`src/s2c_pkg.sv`:
```
// shared types, constants and tables for the spherical to cartesian point converter
package s2c_pkg;

  localparam int CFG_IDX_W  = 2;
  localparam int CFG_DATA_W = 18;

  typedef enum logic [CFG_IDX_W-1:0] {
    REG_MIN_RADIUS    = 2'd0,
    REG_MAX_RADIUS    = 2'd1,
    REG_SHIFT_FACTOR  = 2'd2,
    REG_VOLUME_HEIGHT = 2'd3
  } cfg_reg_t;

  localparam logic [17:0] MIN_RADIUS_RST    = 18'd55760;
  localparam logic [17:0] MAX_RADIUS_RST    = 18'd101936;
  localparam logic [15:0] SHIFT_FACTOR_RST  = 16'd64000;
  localparam logic [10:0] VOLUME_HEIGHT_RST = 11'd201;

  // divider: 48 bit dividend, 27 bit divisor, one quotient bit per stage
  localparam int DIV_W = 48;
  localparam int DVS_W = 27;
  // total latency in cycles
  localparam int LAT = DIV_W + 9;

  // cordic datapath widths
  localparam int CW = 34;
  localparam int ZW = 29;
  localparam logic signed [CW-1:0] CORDIC_GAIN = 34'sd652032874;

  // angles in degrees with eight fraction bits
  localparam logic signed [19:0] HALF_Q8    = 20'sd46080;
  localparam logic signed [19:0] FULL_Q8    = 20'sd92160;
  localparam logic signed [19:0] QUARTER_Q8 = 20'sd23040;

  localparam int OUT_W = 24;

  typedef struct packed {
    logic              neg;
    logic signed [15:0] ang;
  } ang_t;

  typedef struct packed {
    logic signed [CW-1:0] cp;
    logic signed [CW-1:0] sp;
    logic signed [CW-1:0] ct;
    logic signed [CW-1:0] st;
  } trig_t;

  // atan(2^-i) in degrees, 20 fraction bits
  function automatic logic signed [ZW-1:0] atan_q20(input logic [4:0] idx);
    logic signed [ZW-1:0] v;
    case (idx)
      5'd0:  v = 29'sd47185920;
      5'd1:  v = 29'sd27855475;
      5'd2:  v = 29'sd14718068;
      5'd3:  v = 29'sd7471121;
      5'd4:  v = 29'sd3750058;
      5'd5:  v = 29'sd1876857;
      5'd6:  v = 29'sd938658;
      5'd7:  v = 29'sd469357;
      5'd8:  v = 29'sd234682;
      5'd9:  v = 29'sd117342;
      5'd10: v = 29'sd58671;
      5'd11: v = 29'sd29335;
      5'd12: v = 29'sd14668;
      5'd13: v = 29'sd7334;
      5'd14: v = 29'sd3667;
      5'd15: v = 29'sd1833;
      5'd16: v = 29'sd917;
      5'd17: v = 29'sd458;
      5'd18: v = 29'sd229;
      5'd19: v = 29'sd115;
      5'd20: v = 29'sd57;
      5'd21: v = 29'sd29;
      5'd22: v = 29'sd14;
      5'd23: v = 29'sd7;
      default: v = '0;
    endcase
    return v;
  endfunction

endpackage

```
`src/s2c_cordic.sv`:
```
// pipelined rotation-mode cordic, one stage per register
module s2c_cordic import s2c_pkg::*; #(
  parameter int STAGES = 16
) (
  input  logic                 clk,
  input  logic                 en,
  input  logic signed [ZW-1:0] z_in,
  output logic signed [CW-1:0] cos_out,
  output logic signed [CW-1:0] sin_out
);

  logic signed [CW-1:0] xs [STAGES+1];
  logic signed [CW-1:0] ys [STAGES+1];
  logic signed [ZW-1:0] zs [STAGES+1];

  assign xs[0] = CORDIC_GAIN;
  assign ys[0] = '0;
  assign zs[0] = z_in;

  for (genvar i = 0; i < STAGES; i++) begin : g_stage
    logic signed [CW-1:0] dx;
    logic signed [CW-1:0] dy;
    logic signed [ZW-1:0] at;

    assign dx = ys[i] >>> i;
    assign dy = xs[i] >>> i;
    assign at = atan_q20(5'(i));

    always_ff @(posedge clk) begin
      if (en) begin
        if (!zs[i][ZW-1]) begin
          xs[i+1] <= xs[i] - dx;
          ys[i+1] <= ys[i] + dy;
          zs[i+1] <= zs[i] - at;
        end else begin
          xs[i+1] <= xs[i] + dx;
          ys[i+1] <= ys[i] - dy;
          zs[i+1] <= zs[i] + at;
        end
      end
    end
  end

  assign cos_out = xs[STAGES];
  assign sin_out = ys[STAGES];

endmodule

```
`config.mk`:
```
export PLATFORM = sky130hd
export DESIGN_NAME = s2c_cordic
export DESIGN_NICKNAME = d
export VERILOG_FILES = /design/src/s2c_pkg.sv /design/src/s2c_cordic.sv
export SDC_FILE = /design/constraint.sdc
export NUM_CORES = 2
export LEC_CHECK = 0
export ABC_CLOCK_PERIOD_IN_PS = 5820
export BUFFER_PORTS_ARGS = -buffer_cell sky130_fd_sc_hd__clkbuf_2
export CORE_MARGIN = 2
export CORE_UTILIZATION = 35
export CTS_BUF_LIST = sky130_fd_sc_hd__clkbuf_16
export DETAILED_ROUTE_END_ITERATION = 8
export MAX_ROUTING_LAYER = met4
export SLEW_MARGIN = 30
export SYNTH_ARGS = -nofsm -noshare
export SYNTH_HDL_FRONTEND = slang
export SYNTH_SLANG_ARGS = --single-unit
```
`constraint.sdc`:
```
create_clock -name clk -period 5.82 [get_ports clk]
set_clock_uncertainty 0.1 [all_clocks]
set_input_delay 0.582 -clock clk [delete_from_list [all_inputs] [get_ports clk]]
set_output_delay 0.582 -clock clk [all_outputs]
set_load 0.05 [all_outputs]
```
==> flow_summary.ini <==
[synth]
synth_edf_count = 1406
synth_flop_cell = edfxtp_1
ys_seq_area_share_pct = 35.6
ys_ff_latch = 1406
synth.avg_cell_area_um2 = 9.64
synth_top_area_share_pct = 35.6
synthTopCellsByCount = a21oi_1, edfxtp_1, ha_1
synthAdderAreaFrac_pct = 14.8
post-synth-top-area-cell = edfxtp_1
synthTopCellsByArea = edfxtp_1, ha_1, xnor2_1
muxShareOfSynthArea_pct = 0.938
syn_inst = 12313
syn_nets = 13725
synth_compound_area_share_pct = 20.0
ys_warn_count = 0
syn-cell-area_um2 = 119000
synthMostInstantiatedCell = a21oi_1
synth_top_family_by_area = compound AO/OA/AOI/OAI gates
synth_xor_area_share_pct = 13.1
synthDistinctLibCells = 106
ys_async_sr_fraction_pct = 0
yosys.area_share.simple_pct = 12.8

[drt]
drt_iter0_drc = 5307
drtPass1Iterations = 6
wire_per_inst_um = 17.1
ant_nets = 0
drt_wl_total_um = 292000
viasPerCell = 5.27
drc = 0
vias = 90189

[final_layout]
regArea_um2 = 42200
drive_gt1_share_pct = 4.94
multi_input_area_um2 = 73200
fill_cells = 33479
final_util_pct = 38.8
fin_nets = 13881
synthToLayoutAreaGrowth_pct = 10.2

[placement]
dpl_worst_slack_ps = 622
gp_congestion = 0.923
dp_hpwl_um = 231000
portBuffers = 98

[floorplan]
pin_count = 99
core_area_um2 = 337000
dieArea_um2 = 344000
rows = 213
die_w_um = 586
die_y_um = 586
start_util_pct = 35.2

[clock_network]
clk_pin_slew_worst_paths_ps = 60
cts-root-buf = clkbuf_16
cts.sinks = 1406
cts_buffer_depth = 4
cts_htree_levels = 4
clkLatencyLatePin_ps = 850
post-cts-setup-buffer-count = 0
cts_buffers = 172
cts_tree = yes

[setup_path]
path_max_fanout = 5
r2r_setup_slack_ps = 530
startpoint_type = flop
reg2reg_from = g_stage[4].dy[0]$_DFFE_PP_
rr_worst_depth = 21
critPathKind = flop to flop
cp-startpoint = g_stage[4].dy[0]$_DFFE_PP_
r2r-end = g_stage[5].dx[28]$_DFFE_PP_
critPathRequiredTime_ps = 6270
cp-endpoint = g_stage[5].dx[28]$_DFFE_PP_
worstPathArrival_ps = 5740
cp-end-kind = flop

[global_route]
grt_pass1_vias = 86353
grt_first_pass_wirelength_um = 467000
gr-total-overflow = 0
grt_use_total_pct = 17.1
grt_start_max_net_pins = 158
antenna_found_initial = 1

[sta]
max-slew-margin-rel_pct = 32.6
worst-slew-pin-transition_ps = 1010
finalHoldViolCount = 0
tns_ps = 0
rsz0062_at_grt = false
fin_crit_sh_pct = 90.8
finalCriticalPeriod_ps = 5290
setup_slack_ps = 533
maxClockFrequency_mhz = 189
drv_slew = 0
setup-violations-final = 0

[hold_path]
hold_path.class = input pin to flop

[flow_run]
maxCapViolations = 0

[run_status]
outcome = finished, final reports clean
-- worst max-delay path, stage by stage (launching register included) --
cell	delay [ps]
edfxtp_1	450
inv_1	90
ha_1	160
nand2b_1	80
or4_1	490
nor2_1	160
nand2_1	90
nor3_1	360
and3_1	310
nor2_1	70
xnor2_1	140
ha_1	350
a21o_1	190
a21o_1	170
a21o_1	180
a21o_1	170
a21o_1	180
a221o_1	350
a21oi_1	420
o311ai_0	180
a21oi_1	200
xnor2_1	80
-- layout by cell type, fill, tap and decap left out, types with 523 or more instances in the layout --
cell and instances:
a21oi_1 1415, edfxtp_1 1406, ha_1 1337, xnor2_1 1150, nor2_1 1047, a21o_1 636
xor2_1 627, inv_1 565, o21ai_0 544, nand2_1 523
-- worst min-delay path by stage --
| stage | from | cells past startpoint | endpoint |
|---|---|---|---|
| after CTS | z_in[22] | 3 | zs[457]$_DFFE_PP_ |
| after detailed placement | zs[116]$_DFFE_PP_ | 0 | zs[87]$_DFFE_PP_ |
| after global placement | zs[203]$_DFFE_PP_ | 0 | zs[174]$_DFFE_PP_ |
| after global routing | z_in[24] | 3 | zs[459]$_DFFE_PP_ |
| after floorplan | zs[203]$_DFFE_PP_ | 0 | zs[174]$_DFFE_PP_ |
| final | z_in[22] | 3 | zs[457]$_DFFE_PP_ |
-- cell type report --
| type | instances | share of cell area, % |
|---|---|---|
| timing repair buffer | 236 | 1.30 |
| clock inverter | 130 | 1.16 |
| tap | 4515 | 4.32 |
| inverter | 550 | 1.58 |
| clock buffer | 176 | 3.37 |
| antenna | 1 | 0.00191 |
| multi-input combinational | 10103 | 56.0 |
| sequential | 1406 | 32.3 |
-- state kept, by name, indices dropped and copies added (netlist names) --
register,cells
cos_out,34
g_stage.dx,359
g_stage.dy,336
sin_out,34
xs,118
ys,118
zs,407
-- routing by layer --
layer | track usage [%] | vias to the layer above | part of all wire, %
met3 | 1.55 | 397 | 3.0
met1 | 21.0 | 42414 | 45
met4 | 4.41 | 0 | 2.6
li1 | - | 45947 | -
met2 | 29.9 | 1431 | 50
met5 | - | - | 0
-- cell families after synthesis --
family          after synthesis
flops                      1406
other cells                   1
mux                         106
xor+xnor                   1778
fa+ha+maj                  1381
compound gates             3731
simple gates               3106
buf+inv                     804
-- through the flow --
stage	std cells	hold WS, ps	cell area [um2]
after floorplan	12313	300	119000
after global placement	16785	304	125000
after detailed placement	16785	305	125000
after CTS	17116	26.7	131000
after global routing	17117	87.4	131000
final	17117	102	131000
-- timing repair --
item / CTS / global route
resized for setup: 0 / 0
hold buffers: 25 / 0
hold endpoints to repair: 25 / 0
Power is left out: the tool's default activity adds up to more than one toggle a clock period on the data nets, which glitch-free logic cannot reach.
